**config.mk**
```make
export PLATFORM = sky130hd
export DESIGN_NAME = lcd_fifo
export DESIGN_NICKNAME = d
export VERILOG_FILES = /design/src/hdl/lcd_fifo.sv
export SDC_FILE = /design/constraint.sdc
export NUM_CORES = 1
export LEC_CHECK = 0
export BUFFER_PORTS_ARGS = -buffer_cell sky130_fd_sc_hd__buf_2
export CAP_MARGIN = 20
export CORE_MARGIN = 2
export CORE_UTILIZATION = 25
export DETAILED_ROUTE_END_ITERATION = 7
export GPL_TIMING_DRIVEN = 0
export HOLD_SLACK_MARGIN = 0.12
export PLACE_DENSITY = 0.51
export RECOVER_POWER = 100
export SKIP_CTS_REPAIR_TIMING = 1
export SYNTH_ARGS = -nofsm -noshare
export SYNTH_HDL_FRONTEND = slang
export SYNTH_SLANG_ARGS = --single-unit
export TNS_END_PERCENT = 50
```
**constraint.sdc**
```tcl
create_clock -name clk -period 1.63 [get_ports clk]
set_input_delay 0.0815 -clock clk [delete_from_list [all_inputs] [get_ports clk]]
set_output_delay 0.0815 -clock clk [all_outputs]
set_load 0.01 [all_outputs]
```
**src/hdl/lcd_fifo.sv**
```systemverilog
// Small first-in first-out queue of packed words.
// Used for the command queue and the result queue; no package needed.

module lcd_fifo #(
	parameter int WIDTH = 8,
	parameter int DEPTH = 2
) (
	input  logic             clk,
	input  logic             arst_n,
	input  logic             wr,
	input  logic [WIDTH-1:0] wdata,
	output logic             full,
	input  logic             rd,
	output logic [WIDTH-1:0] rdata,
	output logic             empty
);
	localparam int PW = (DEPTH > 1) ? $clog2(DEPTH) : 1;
	localparam int CW = $clog2(DEPTH + 1);

	logic [WIDTH-1:0] mem_q [DEPTH];
	logic [PW-1:0]    wptr_q, rptr_q;
	logic [CW-1:0]    cnt_q;
	logic             do_wr, do_rd;

	assign full  = (cnt_q == CW'(DEPTH));
	assign empty = (cnt_q == '0);
	assign do_wr = wr && !full;
	assign do_rd = rd && !empty;
	assign rdata = mem_q[rptr_q];

	always_ff @(posedge clk) begin
		if (do_wr) mem_q[wptr_q] <= wdata;
	end

	always_ff @(posedge clk or negedge arst_n) begin
		if (!arst_n) begin
			wptr_q <= '0;
			rptr_q <= '0;
			cnt_q  <= '0;
		end else begin
			if (do_wr) wptr_q <= (wptr_q == PW'(DEPTH - 1)) ? '0 : wptr_q + 1'b1;
			if (do_rd) rptr_q <= (rptr_q == PW'(DEPTH - 1)) ? '0 : rptr_q + 1'b1;
			if (do_wr && !do_rd) cnt_q <= cnt_q + 1'b1;
			else if (do_rd && !do_wr) cnt_q <= cnt_q - 1'b1;
		end
	end
endmodule

```
* Word level (Yosys, flattened, before mapping)
Memories as Yosys holds them, arrays and structs flattened. Cells that the tools add are included.
Storage, ports and cells: bits of input ports 12, register bits 4, logic and storage cells 25, memories kept 1, bits in writable memories 16
Operators by class: mux-type cells 6, reductions and logical operators 10, equality and inequality tests 1, add/sub/neg operators 4
Memory list:
- mem_q | depth 2, bits a word 8, rd ports 1, clocked after Yosys merged registers in 0, write ports 1, RTL line 20 | logic [WIDTH-1:0] mem_q [DEPTH];
Operator list (count):
- $logic_and 1x1->1 | 4
- $logic_not 1->1 | 4
- $mux 1 | 4
- $mux 2 | 2
- $add 1x1->1 const B | 2
- $add 2x1->2 const B | 1
- $eq 2x2->1 const B | 1
- $logic_not 2->1 | 1
- $reduce_bool 2->1 | 1
- $sub 2x1->2 const B | 1

* Logic depth before layout (Yosys ltp)
depth after elaboration 7, depth in mapped cells 7, gate-level depth less buffers 7

* Worst setup path after synthesis
No wires, ideal clock.
kind register to register, from register cnt_q[0], to memory mem_q[0][0] (enable), period minus slack after synthesis 1392 ps, arrival time 1022 ps, slack 238 ps, library setup time 370 ps, cell stages (with the launch flop) 4, cell sequence dfrtp_1 -> nand2b_1 -> nand2_2 -> nor2_1
Between the ends: word-level cells in the longest chain between the ends 5
Ends and longest elaborated chain:
- start, declared | RTL line 22 | logic [CW-1:0] cnt_q;
- start signal, assigned | RTL line 43 | if (do_wr && !do_rd) cnt_q <= cnt_q + 1'b1;
- start signal, assigned | RTL line 44 | else if (do_rd && !do_wr) cnt_q <= cnt_q - 1'b1;
- $eq 2x2->1 | RTL line 25 | assign full = (cnt_q == CW'(DEPTH));
- $logic_not 1->1 | RTL line 27 | assign do_wr = wr && !full;
- $logic_and 1x1->1 | RTL line 27
- $mux 1 | RTL line 32 | if (do_wr) mem_q[wptr_q] <= wdata;
- $mux 1 (implied by the code) | RTL line 32
- end, declared | RTL line 20
Every way passes these cells.

* Worst setup path after layout
from register rptr_q, to output port rdata[3]
Between the ends: word-level cells in the longest chain between the ends 1
Ends and longest elaborated chain:
- start, declared | RTL line 21 | logic [PW-1:0] wptr_q, rptr_q;
- start signal, assigned | RTL line 42 | if (do_rd) rptr_q <= (rptr_q == PW'(DEPTH - 1)) ? '0 : rptr_q + 1'b1;
- $mem_v2 2x8
- end, declared | RTL line 14 | output logic [WIDTH-1:0] rdata,
Every way passes these cells.

==> run_results.csv <==
group,metric,value,unit
job,max-cap-violations,0,
synth,synth.net_count,57,
clock_network,clock_sink_count,20,
placed_design,dp_slack,-0.0494,ns
layout,layout_commonest_cell,"edfxtp_1",
drt,met2_length,611,µm
timing,fin_ws,0.179,ns
drt,dr.pass1.iters,2,
drt,wl_per_cell,11.5,µm
clock_network,path_clk_slew,0.11,ns
timing,timing.slew.headroom,0.713,
die,rows,20,
timing,fmax,689,MHz
global_routing,grt_max_degree,13,
placed_design,dp_cells,98,
drt,met1_length,612,µm
setup_path,critPathLaunchType,"flop",
timing,fin_crit_sh,0.890,
layout,layout_common_cells,"edfxtp_1, dlygate4sd3_1, clkbuf_1, buf_2, mux2_1",
clock_network,clk_path_buf_depth,2,
timing,maxSlewViolCount,0,
drt,remaining_drc_errors,0,
setup_path,crit_arrival,1.37,ns
die,die_x,59.9,µm
power,peakVddDrop,0.757,mV
placed_design,place_hpwl,864,µm
synth,synthesis.area,782,µm²
timing,worst_slew_pin_slew,0.430,ns
timing,tns,0,ns
worst_hold_path,hold_path_class,"input port to flop",
die,start_util,0.260,
synth,yosysSeqAreaShare,0.742,
timing,min_period,1.45,ns
layout,nFillCells,309,
drt,drt-total-wl,1310,µm
layout,drive_gt1_frac,0.259,
placed_design,place_congestion,0.618,
clock_network,cts_buffers,3,
layout,regArea,582,µm²
timing,rsz0062_at_grt,"false",
clock_network,cts_root_buffer,"clkbuf_4",
layout,nets,95,
drt,topRoutingLayerUsed,"met4",
die,core_area,3000,µm²
setup_path,crit_required,1.55,ns
setup_path,worstSetupPathType,"flop to primary output",
setup_path,cp_max_fo,9,
global_routing,overflow,0,
synth,synth_cell_type_count,15,
global_routing,grt_pass1_vias,406,
timing,hold_viol,0,
synth,synth_area_per_cell,17.8,µm²
timing,setup_viol,0,
power,power_density,1620,nW/µm²
drt,met3_length,82,µm
power,power.leakage,0.427,nW
layout,stdcell_count,114,
global_routing,track_usage,0.0772,
global_routing,antenna_found_initial,0,
synth,ys.warnings.count,0,
die,ios,22,
synth,synthCells,44,
drt,viasPerCell,4.19,
clock_network,insertion_delay,0.30,ns
drt,ant_nets,0,
drt,num_vias,478,
status,status,"finished, final reports clean",
placed_design,portBuffers,21,
layout,antenna_cells,0,
timing,clock_skew,0.00758,ns
layout,multi_input_area,199,µm²
setup_path,cp-end-kind,"primary output",
global_routing,grt_pass1_wl,1830,µm
layout,syn_to_final_growth,40.3,%
synth,synth_seq_cells,20,
clock_network,tritoncts,"done",
die,dieArea,3590,µm²
drt,drtIter0Drc,4,
clock_network,htreeDepth,1,
die,die_h,59.9,µm
==> metrics by stage <==
stage / util / hold WS, ns / area [µm²] / power [mW]
2_1_floorplan: - / -0.214 / 782 / 1.18
3_3_place_gp: 0.309 / -0.106 / 928 / 1.37
3_5_place_dp: 0.309 / -0.105 / 928 / 1.38
4_1_cts: 0.327 / -0.436 / 981 / 1.79
5_1_grt: 0.365 / 0.489 / 1100 / 1.91
6_report: 0.365 / 0.508 / 1100 / 1.77
==> cells by family after synthesis <==
logic type	after synthesis	share of synthesized area
buffers and inverters	3	0.0160
multiplexers	8	0.115
AO/OA/AOI/OAI	1	0.00639
AND/OR/NAND/NOR	6	0.0384
adder cells (fa/ha/maj)	1	0.0160
flip-flops	20	0.742
XOR/XNOR	5	0.0656
==> worst paths after layout <==
check / slack [ns] / startpoint / cells after the start / endpoint
max: 0.18 / rptr_q$_DFFE_PN0P_ / 3 / rdata[3]
min: 0.51 / wdata[2] / 2 / mem_q[1][2]$_DFFE_PP_
max reg2reg: 0.20 / cnt_q[0]$_DFFE_PN0P_ / 7 / cnt_q[1]$_DFFE_PN0P_
min reg2reg: 0.55 / wptr_q$_DFFE_PN0N_ / 1 / wptr_q$_DFFE_PN0N_
max in group asynchronous: 0.76 / arst_n / 3 / cnt_q[0]$_DFFE_PN0P_
min in group asynchronous: 0.68 / arst_n / 3 / rptr_q$_DFFE_PN0P_
==> synth_stat cells <==
library cell | n | area, µm²
nor2_1 | 3 | 11.3
mux2_2 | 2 | 22.5
ha_1 | 1 | 12.5
nand2b_1 | 1 | 6.26
xnor2_1 | 2 | 17.5
mux2_1 | 6 | 67.6
buf_2 | 1 | 5.00
and3_1 | 1 | 6.26
nand2_2 | 1 | 6.26
inv_1 | 2 | 7.51
o21ai_1 | 1 | 5.00
edfxtp_1 | 16 | 480
dfrtp_1 | 4 | 100
xor2_1 | 2 | 17.5
xnor2_2 | 1 | 16.3
==> registers in the layout (all words and copies together), names as in the netlist <==
signal / count
cnt_q: 2
wptr_q: 1
mem_q: 16
rptr_q: 1
==> area by class of cell <==
class | instances | share of cell area
well taps | 33 | 0.0376
repair buffers | 33 | 0.192
plain buffers | 1 | 0.00456
multi-input cells | 21 | 0.181
inverters | 2 | 0.00684
clock buffers | 3 | 0.0205
flip-flops and latches | 20 | 0.530
clock inverters | 1 | 0.0274
==> per-layer routing <==
metal / GRT usage / vias to the layer above
li1: - / 235
met1: 0.0890 / 222
met2: 0.115 / 19
met3: 0.0498 / 2
met4: 0.0286 / 0
met5: 0 / -
==> report_power, final <==
group	leakage, nW	switching (mW)	total, mW	internal, mW
Combinational	0.205	0.309	0.588	0.279
Sequential	0.194	0.0761	0.792	0.716
Clock	0.0279	0.145	0.394	0.249
==> critical path, stage by stage (launching register included) <==
cell and delay (ns):
dfrtp_1 0.33, clkbuf_2 0.25, mux2_1 0.36, clkbuf_1 0.13
No activity file was read; power rests on OpenSTA's default activity.
