**src/hdl/lcd_pkg.sv**
```systemverilog
// Shared types and constants of the lightmap coverage dilation unit.
// Used by the top level, front end, back end, divider and testbench; depends on nothing else.

package lcd_pkg;

	localparam int MAX_WIDTH_DEF = 32;
	localparam int MAX_HEIGHT    = 4096;
	localparam int COL_W         = 6;
	localparam int ROW_W         = 12;
	localparam int CFG_IDX_W     = 2;
	localparam int CFG_DATA_W    = 13;
	localparam int REGW_W        = 6;
	localparam int REGH_W        = 13;
	localparam int SC_W          = 15;
	localparam int NUM_W         = 25;
	localparam int DEN_W         = 17;
	localparam int QUO_W         = 8;
	localparam int CMDQ_DEPTH    = 4;
	localparam int OUTQ_DEPTH    = 2;

	localparam logic [CFG_IDX_W-1:0] REG_WIDTH  = 2'd0;
	localparam logic [CFG_IDX_W-1:0] REG_HEIGHT = 2'd1;

	localparam logic [7:0] EDGE_WEIGHT = 8'd255;

	typedef struct packed {
		logic [6:0] cov;
		logic [7:0] b;
		logic [7:0] g;
		logic [7:0] r;
	} texel_t;

	typedef struct packed {
		logic             en;
		logic [1:0]       slot;
		logic [COL_W-1:0] col;
		texel_t           data;
	} mem_wr_t;

	typedef struct packed {
		logic [COL_W-1:0] dx;
		logic [1:0]       up_slot;
		logic [1:0]       mid_slot;
		logic [1:0]       down_slot;
		logic             has_up;
		logic             has_down;
		logic             has_left;
		logic             has_right;
		logic             last;
	} cmd_t;

	typedef struct packed {
		logic [7:0] r;
		logic [7:0] g;
		logic [7:0] b;
		logic       filled;
		logic       last;
	} res_t;

	// Row slots rotate through three lines of the store.
	function automatic logic [1:0] slot_add(input logic [1:0] s, input logic [1:0] k);
		logic [2:0] t;
		t = {1'b0, s} + {1'b0, k};
		return (t >= 3'd3) ? 2'(t - 3'd3) : t[1:0];
	endfunction

endpackage

```
**src/hdl/lcd_front.sv**
```systemverilog
// Front end: configuration registers, raster counters, texel store writes
// and generation of the fill commands for each texel. Uses lcd_pkg.

module lcd_front #(
	parameter int MAX_WIDTH = lcd_pkg::MAX_WIDTH_DEF
) (
	input  logic                           clk,
	input  logic                           arst_n,
	input  logic                           cfg_write,
	input  logic [lcd_pkg::CFG_IDX_W-1:0]  cfg_index,
	input  logic [lcd_pkg::CFG_DATA_W-1:0] cfg_data,
	input  logic                           push,
	output logic                           full,
	input  lcd_pkg::texel_t                texel,
	output lcd_pkg::mem_wr_t               mem_wr,
	output logic                           cmd_push,
	output lcd_pkg::cmd_t                  cmd,
	input  logic                           cmdq_full,
	input  logic                           cmdq_empty,
	input  logic                           back_idle
);
	localparam int CW = lcd_pkg::COL_W;
	localparam int RW = lcd_pkg::ROW_W;

	logic [lcd_pkg::REGW_W-1:0] width_q;
	logic [lcd_pkg::REGH_W-1:0] height_q;
	logic [CW-1:0] col_q, x_q, x, w_eff, dx;
	logic [RW-1:0] row_q, y;
	logic [lcd_pkg::REGH_W-1:0] h_eff;
	logic [1:0] slot_q, s_q, s;
	logic [3:0] pend_q, sel;
	logic yge1_q, yge2_q, restart, accept, xlast, ylast, lower;

	always_comb begin
		if (width_q == '0) w_eff = CW'(1);
		else if (width_q > MAX_WIDTH) w_eff = CW'(MAX_WIDTH);
		else w_eff = CW'(width_q);
		if (height_q == '0) h_eff = lcd_pkg::REGH_W'(1);
		else if (height_q > lcd_pkg::MAX_HEIGHT) h_eff = lcd_pkg::REGH_W'(lcd_pkg::MAX_HEIGHT);
		else h_eff = height_q;
	end

	assign restart = (col_q >= w_eff) || ({1'b0, row_q} >= h_eff);
	assign x       = restart ? '0 : col_q;
	assign y       = restart ? '0 : row_q;
	assign s       = restart ? '0 : slot_q;
	assign xlast   = (x == w_eff - 1'b1);
	assign ylast   = ({1'b0, y} == h_eff - 1'b1);
	assign full    = (pend_q != '0) || !cmdq_empty || !back_idle;
	assign accept  = push && !full;

	assign mem_wr.en   = accept;
	assign mem_wr.slot = s;
	assign mem_wr.col  = x;
	assign mem_wr.data = texel;

	// Commands go out oldest first: row above, then the last row's own texels.
	always_comb begin
		sel = '0;
		priority if (pend_q[0]) sel[0] = 1'b1;
		else if (pend_q[1]) sel[1] = 1'b1;
		else if (pend_q[2]) sel[2] = 1'b1;
		else if (pend_q[3]) sel[3] = 1'b1;
		else sel = '0;
	end

	assign lower = sel[0] || sel[1];
	assign dx    = (sel[0] || sel[2]) ? x_q - 1'b1 : w_eff - 1'b1;

	always_comb begin
		cmd.dx        = dx;
		cmd.up_slot   = lower ? lcd_pkg::slot_add(s_q, 2'd1) : lcd_pkg::slot_add(s_q, 2'd2);
		cmd.mid_slot  = lower ? lcd_pkg::slot_add(s_q, 2'd2) : s_q;
		cmd.down_slot = s_q;
		cmd.has_up    = lower ? yge2_q : yge1_q;
		cmd.has_down  = lower;
		cmd.has_left  = (dx != '0);
		cmd.has_right = (dx != w_eff - 1'b1);
		cmd.last      = sel[3];
	end

	assign cmd_push = (pend_q != '0) && !cmdq_full;

	always_ff @(posedge clk) begin
		if (accept) begin
			x_q    <= x;
			s_q    <= s;
			yge1_q <= (y >= RW'(1));
			yge2_q <= (y >= RW'(2));
		end
	end

	always_ff @(posedge clk or negedge arst_n) begin
		if (!arst_n) begin
			width_q  <= lcd_pkg::REGW_W'(32);
			height_q <= lcd_pkg::REGH_W'(32);
			col_q    <= '0;
			row_q    <= '0;
			slot_q   <= '0;
			pend_q   <= '0;
		end else begin
			if (cmd_push) pend_q <= pend_q & ~sel;
			if (cfg_write && cfg_index == lcd_pkg::REG_WIDTH) begin
				width_q <= cfg_data[lcd_pkg::REGW_W-1:0];
				col_q <= '0;
				row_q <= '0;
				slot_q <= '0;
			end else if (cfg_write && cfg_index == lcd_pkg::REG_HEIGHT) begin
				height_q <= cfg_data;
				col_q <= '0;
				row_q <= '0;
				slot_q <= '0;
			end else if (accept) begin
				pend_q <= {ylast && xlast, ylast && (x != '0),
					(y != '0) && xlast, (y != '0) && (x != '0)};
				if (xlast) begin
					col_q <= '0;
					if (ylast) begin
						row_q  <= '0;
						slot_q <= '0;
					end else begin
						row_q  <= y + 1'b1;
						slot_q <= lcd_pkg::slot_add(s, 2'd1);
					end
				end else begin
					col_q <= x + 1'b1;
					row_q <= y;
					slot_q <= s;
				end
			end
		end
	end
endmodule

```
**config.mk**
```make
export PLATFORM = sky130hd
export DESIGN_NAME = lcd_front
export DESIGN_NICKNAME = d
export VERILOG_FILES = /design/src/hdl/lcd_pkg.sv /design/src/hdl/lcd_front.sv
export SDC_FILE = /design/constraint.sdc
export NUM_CORES = 1
export LEC_CHECK = 0
export ABC_CLOCK_PERIOD_IN_PS = 6100
export BUFFER_PORTS_ARGS = -buffer_cell sky130_fd_sc_hd__buf_4
export CAP_MARGIN = 0
export CORE_MARGIN = 2
export CORE_UTILIZATION = 40
export CTS_CLUSTER_SIZE = 28
export DETAILED_ROUTE_END_ITERATION = 7
export REMOVE_ABC_BUFFERS = 1
export SYNTH_ARGS = -nofsm -noshare
export SYNTH_HDL_FRONTEND = slang
export SYNTH_SLANG_ARGS = --single-unit
```
**constraint.sdc**
```tcl
create_clock -name clk -period 6.1 [get_ports clk]
set_clock_uncertainty 0.15 [all_clocks]
set_input_delay 0.305 -clock clk [delete_from_list [all_inputs] [get_ports clk]]
set_output_delay 0.305 -clock clk [all_outputs]
set_load 0.05 [all_outputs]
```
; Word level (Yosys, flattened, before mapping)
; Index checks and enable logic that the tools add are counted.
[classes]
addsub = 11
order_cmp = 9
eq_ne = 4
muxes = 39
bitwise_logic = 3
reduce_logical = 26
[ops]
columns = op, n
row1 = 12-bit two-way mux, 6
row2 = 6-bit two-way mux, 8
row3 = 13-bit two-way mux, 2
row4 = 2-bit two-way mux, 12
row5 = 4-bit two-way mux, 4
row6 = 12-bit by 13-bit equality test with 1-bit output, 1
row7 = 12-bit by 13-bit greater-or-equal comparator with 1-bit output, 1
row8 = "13-bit greater-than comparator, second input constant", 1
row9 = 13-bit zero test, 1
row10 = "13-bit by 1-bit subtractor with 13-bit output, second input constant", 1
row11 = "12-bit by 1-bit adder with 12-bit output, second input constant", 1
row12 = "12-bit by 1-bit greater-or-equal comparator with 1-bit output, second input constant", 1
row13 = "12-bit by 2-bit greater-or-equal comparator with 1-bit output, second input constant", 1
row14 = 12-bit nonzero test, 1
row15 = 6-bit nonzero test, 2
row16 = "6-bit by 1-bit subtractor with 6-bit output, second input constant", 2
row17 = "3-bit by 2-bit greater-or-equal comparator with 1-bit output, second input constant", 3
row18 = 1-bit logical AND, 8
row19 = "2-bit by 1-bit adder with 3-bit output, second input constant", 2
row20 = "6-bit by 1-bit adder with 6-bit output, second input constant", 1
row21 = 6-bit equality test, 1
row22 = 6-bit greater-or-equal comparator, 1
row23 = "6-bit greater-than comparator, second input constant", 1
row24 = 6-bit zero test, 1
row25 = 15 further kinds, 29
[totals]
regBits = 53
input_bits = 53
out_inout_bits = 59
word_cells = 102

; Logic depth before layout (Yosys ltp)
[depth]
word_depth = 14
mapped_depth = 17
depth_no_buf = 14

; Worst setup path after synthesis
; No wires, ideal clock.
[synth_timing]
path_type = flip-flop to flip-flop
from = reg height_q[4] (netlist name)
to = reg row_q[3]
setup_ns = 0.121
arrival_time_ns = 3.731
t_required_ns = 5.829
setup_slack_ns = 2.098
path_stages_with_launch = 17
n_path_buf = 2
synth_period_minus_slack_ns = 4.002
cell_sequence = dfrtp_1 > buf_6 > nor3_1 > a41oi_1 > nor2_1 > inv_1 > ha_1 > nor2b_1 > and3_1 > nor3_1 > xor2_1 > a2111oi_2 > o211ai_1 > or4b_4 > buf_6 > a31o_1 > a22o_1
[synth_via]
elab_chain_len = 12
elab_cells_between_ends = 17
classes_between = add/sub: 2 / order compare: 2 / eq/ne: 2 / mux: 9 / reduce/logical: 2
[synth_rtl]
columns = element, line
row1 = start: declaration, lcd_front.sv:26  ; logic [lcd_pkg::REGH_W-1:0] height_q;
row2 = start signal: assignment, lcd_front.sv:96  ; height_q <= lcd_pkg::REGH_W'(32);
row3 = start signal: assignment, lcd_front.sv:109  ; height_q <= cfg_data;
row4 = 13-bit greater-than comparator, lcd_front.sv:39  ; else if (height_q > lcd_pkg::MAX_HEIGHT) h_eff = lcd_pkg::REGH_W'(lcd_pkg::MAX_HEIGHT);
row5 = 13-bit two-way mux, lcd_front.sv:39
row6 = 13-bit two-way mux *, lcd_front.sv:38  ; if (height_q == '0) h_eff = lcd_pkg::REGH_W'(1);
row7 = 12-bit by 13-bit greater-or-equal comparator with 1-bit output, lcd_front.sv:43  ; assign restart = (col_q >= w_eff) || ({1'b0, row_q} >= h_eff);
row8 = 1-bit logical OR, lcd_front.sv:43
row9 = 12-bit two-way mux, lcd_front.sv:45  ; assign y = restart ? '0 : row_q;
row10 = 12-bit by 1-bit adder with 12-bit output or 12-bit by 13-bit equality test with 1-bit output (tied branches), "lcd_front.sv:122, lcd_front.sv:48"
row11 = 12-bit two-way mux, lcd_front.sv:118  ; if (ylast) begin
row12 = 12-bit two-way mux *, lcd_front.sv:116  ; if (xlast) begin
row13 = 12-bit two-way mux *, lcd_front.sv:113  ; end else if (accept) begin
row14 = 12-bit two-way mux *, lcd_front.sv:108  ; end else if (cfg_write && cfg_index == lcd_pkg::REG_HEIGHT) begin
row15 = 12-bit two-way mux *, lcd_front.sv:103  ; if (cfg_write && cfg_index == lcd_pkg::REG_WIDTH) begin
row16 = end signal: assignment, lcd_front.sv:122  ; row_q <= y + 1'b1;
row17 = end signal: assignment, lcd_front.sv:127  ; row_q <= y;
row18 = end: declaration, lcd_front.sv:28  ; logic [RW-1:0] row_q, y;
; Mark *: on every way between the ends. The rest lies on a longest branch, timed or not. The select of a mux whose other input is x is not followed.
; A chain may end at the register's enable or synchronous reset.

; Final worst setup path
[layout_timing]
from = reg height_q[4] (netlist name)
to = reg row_q[10]
; The elaborated chain is that of the path after synthesis.

==> run_results.csv <==
group,metric,value,unit
critical_path,cp_data_arrival_time,5.07,ns
logic_synthesis,synth_area,4730,um^2
routing,wirelength,13.0,mm
logic_synthesis,ys.flop_type,"dfrtp_1",
critical_path,cp_slowest_cell,"o211ai_1",
final_layout,syn_to_final_growth,5.61,%
logic_synthesis,synth-edff-count,10,
clock_network,cts_resized,0,
routing,via_per_inst,6.02,
run,drv_cap,0,
critical_path,r2r-start,"height_q[4]",
status,status,"finished clean",
hold_path,worstHoldPathType,"in -> reg",
logic_synthesis,synth_seq_cells,53,
placement,post-place-cells,673,
final_layout,fill_cells,1107,
clock_network,cts_max_level,2,
die,rows,39,
clock_network,clock_path_buffers,2,
sta,worst_pin_slew,1.23,ns
logic_synthesis,syn_area_per_cell,8.81,um^2
routing,ant_nets,0,
sta,finalSetupTns,0,ns
sta,post-route-period-util,82.1,%
clock_network,cts.root.buffer_cell,"clkbuf_16",
logic_synthesis,yosys-top-cells-count,"nand2_1, dfrtp_1, buf_4, nor2_1, o21ai_0",
sta,rsz0062_at_grt,"no",
die,die_area,12700,um^2
logic_synthesis,yosysTopAreaCell,"dfrtp_1",
routing,firstDrtPassIters,5,
critical_path,critPathCaptureType,"flip-flop",
logic_synthesis,synth_cells,537,
routing,wire_per_inst,19.0,um
die,core-area,11500,um^2
critical_path,reg2reg_slack,1.09,ns
global_routing,grt-ovfl-total,0,
final_layout,register_area,1380,um^2
sta,final_max_slew_viol_count,0,
global_routing,grt_pass1_vias,3957,
die,die_h,113,um
logic_synthesis,synth_top_area_share,21.7,%
critical_path,endpoint,"row_q[10]",
final_layout,multi_input_area,2800,um^2
critical_path,path_cells,"nor3_1 -> a41oi_1 -> nor2_1 -> ha_1 -> nor2b_1 -> o21ai_0 -> a21oi_1 -> o211ai_1 -> o221ai_1 -> and3_2 -> or4b_4 -> or4b_1 -> mux2i_1",
logic_synthesis,post_synth_main_area_contributors,"dfrtp_1, ha_1, edfxtp_1",
placement,place_hpwl,9.83,mm
global_routing,grt_pass1_wl,21.4,mm
power,total_power,1.30,mW
clock_network,insertion_delay,0.29,ns
die,die_x,113,um
critical_path,r2r_cells,13,
die,start_util,41.3,%
sta,hold_viol,0,
sta,fmax,200,MHz
global_routing,track_usage,20.6,%
final_layout,nets,620,
logic_synthesis,synthArstFlopShare,81.1,%
critical_path,cpPeakStageDelay,0.99,ns
routing,drt_iter0_markers,230,
final_layout,drive_above_1_share,18.4,%
logic_synthesis,yosys_warnings,0,
global_routing,antenna_found_initial,0,
power,power_density,260,nW/um^2
clock_network,cts_buffers,5,
sta,slew_headroom,17.9,%
die,ios,112,
placement,dp_slack,1.28,ns
critical_path,timing.rr.end,"row_q[10]",
global_routing,grt_max_degree,44,
logic_synthesis,ys_types,78,
critical_path,crit_type,"reg -> reg",
logic_synthesis,yosysMostFrequentCell,"nand2_1",
final_layout,instances_no_fill,682,
clock_network,cts_num_sinks,53,
clock_network,tritoncts,"yes",
routing,via_count,4104,
final_layout,antennaDiodeCount,0,
sta,worst_slack,1.09,ns
placement,io_buffers,49,
logic_synthesis,yosysSeqAreaShare,29.1,%
critical_path,required,6.16,ns
sta,fin_crit,5.01,ns
critical_path,worstSetupStartpoint,"height_q[4]",
placement,gp_congestion,0.930,
critical_path,path_max_fanout,15,
clock_network,clk_pin_slew,0.08,ns
power,p_leak,2.16,nW
routing,drc,0,
power,vdd_drop_max,0.149,mV
sta,setup_viol,0,
critical_path,start_kind,"flip-flop",
==> metrics by stage <==
step	area (um^2)	util (%)	hold WS, ns
CTS	5000	43.6	0.0900
floorplan	4290	-	-0.141
detailed placement	4840	42.2	0.190
global route	5000	43.6	0.0917
finish	5000	43.6	0.0895
global placement	4840	42.2	0.185
==> cell type report <==
type,instances,share of cell area (%)
multi-input combinational,399,56.1
sequential,53,27.6
timing repair buffer,50,7.56
tap,143,3.58
clock buffer,5,2.50
inverter,29,2.18
clock inverter,3,0.501
==> metal layers <==
layer	share of wire [%]	routed length (um)	vias to the layer above	global-route usage [%]
met1	47	6090	1960	29.4
met2	43	5620	179	31.1
met3	8.4	1090	14	6.27
met5	0.21	27	-	3.92
li1	-	-	1949	-
met4	0.96	125	2	3.74
==> sequential cells by signal, indices dropped and copies added (netlist names) <==
register	count
slot_q	2
col_q	6
yge2_q	1
row_q	12
s_q	2
yge1_q	1
width_q	6
x_q	6
pend_q	4
height_q	13
==> worst min path at each step <==
stage / slack [ns] / from / depth (start not counted) / endpoint
floorplan: -0.14 / arst_n / 0 / col_q[0]
global placement: 0.18 / arst_n / 1 / width_q[0]
detailed placement: 0.19 / arst_n / 1 / width_q[0]
CTS: 0.09 / cfg_data[12] / 2 / height_q[12]
global route: 0.09 / cfg_data[12] / 2 / height_q[12]
finish: 0.09 / cfg_data[8] / 2 / height_q[8]
==> layout by cell type (no fill, tap or decap), drive strengths merged, types with 10 or more instances in the layout <==
| master | count |
|---|---|
| nand2 | 56 |
| buf | 49 |
| dfrtp | 41 |
| nor2 | 35 |
| o21ai | 33 |
| ha | 29 |
| inv | 29 |
| mux2 | 21 |
| nand3 | 17 |
| a21oi | 16 |
| nor3 | 13 |
| nor4 | 11 |
| xor2 | 10 |
| mux2i | 10 |
| edfxtp | 10 |
| and3 | 10 |
==> critical path, delay by kind of cell, from the launching register on <==
kind	cells	cell delay, ns
and+or+nand+nor	6	1.91
AOI/OAI and AO/OA	5	2.02
DFF	1	0.51
muxes	1	0.17
adders and majority gates	1	0.17
==> where the power goes <==
group,internal (mW),switching [mW]
sequential,0.396,0.0625
clock,0.155,0.141
combinational,0.201,0.342
==> cells by family after synthesis <==
kind of cell,synth area share [%]
AO/OA/AOI/OAI,17.4
XOR/XNOR,3.52
adder cells (fa/ha/maj),7.67
buffers and inverters,11.6
flip-flops,29.1
multiplexers,7.11
AND/OR/NAND/NOR,23.5
==> what timing repair did <==
action | CTS | global route
setup buffers | 0 | 0
hold buffers | 1 | 0
endpoints found under the hold margin | 41 | 0
No activity file was read; power rests on OpenSTA's default activity.
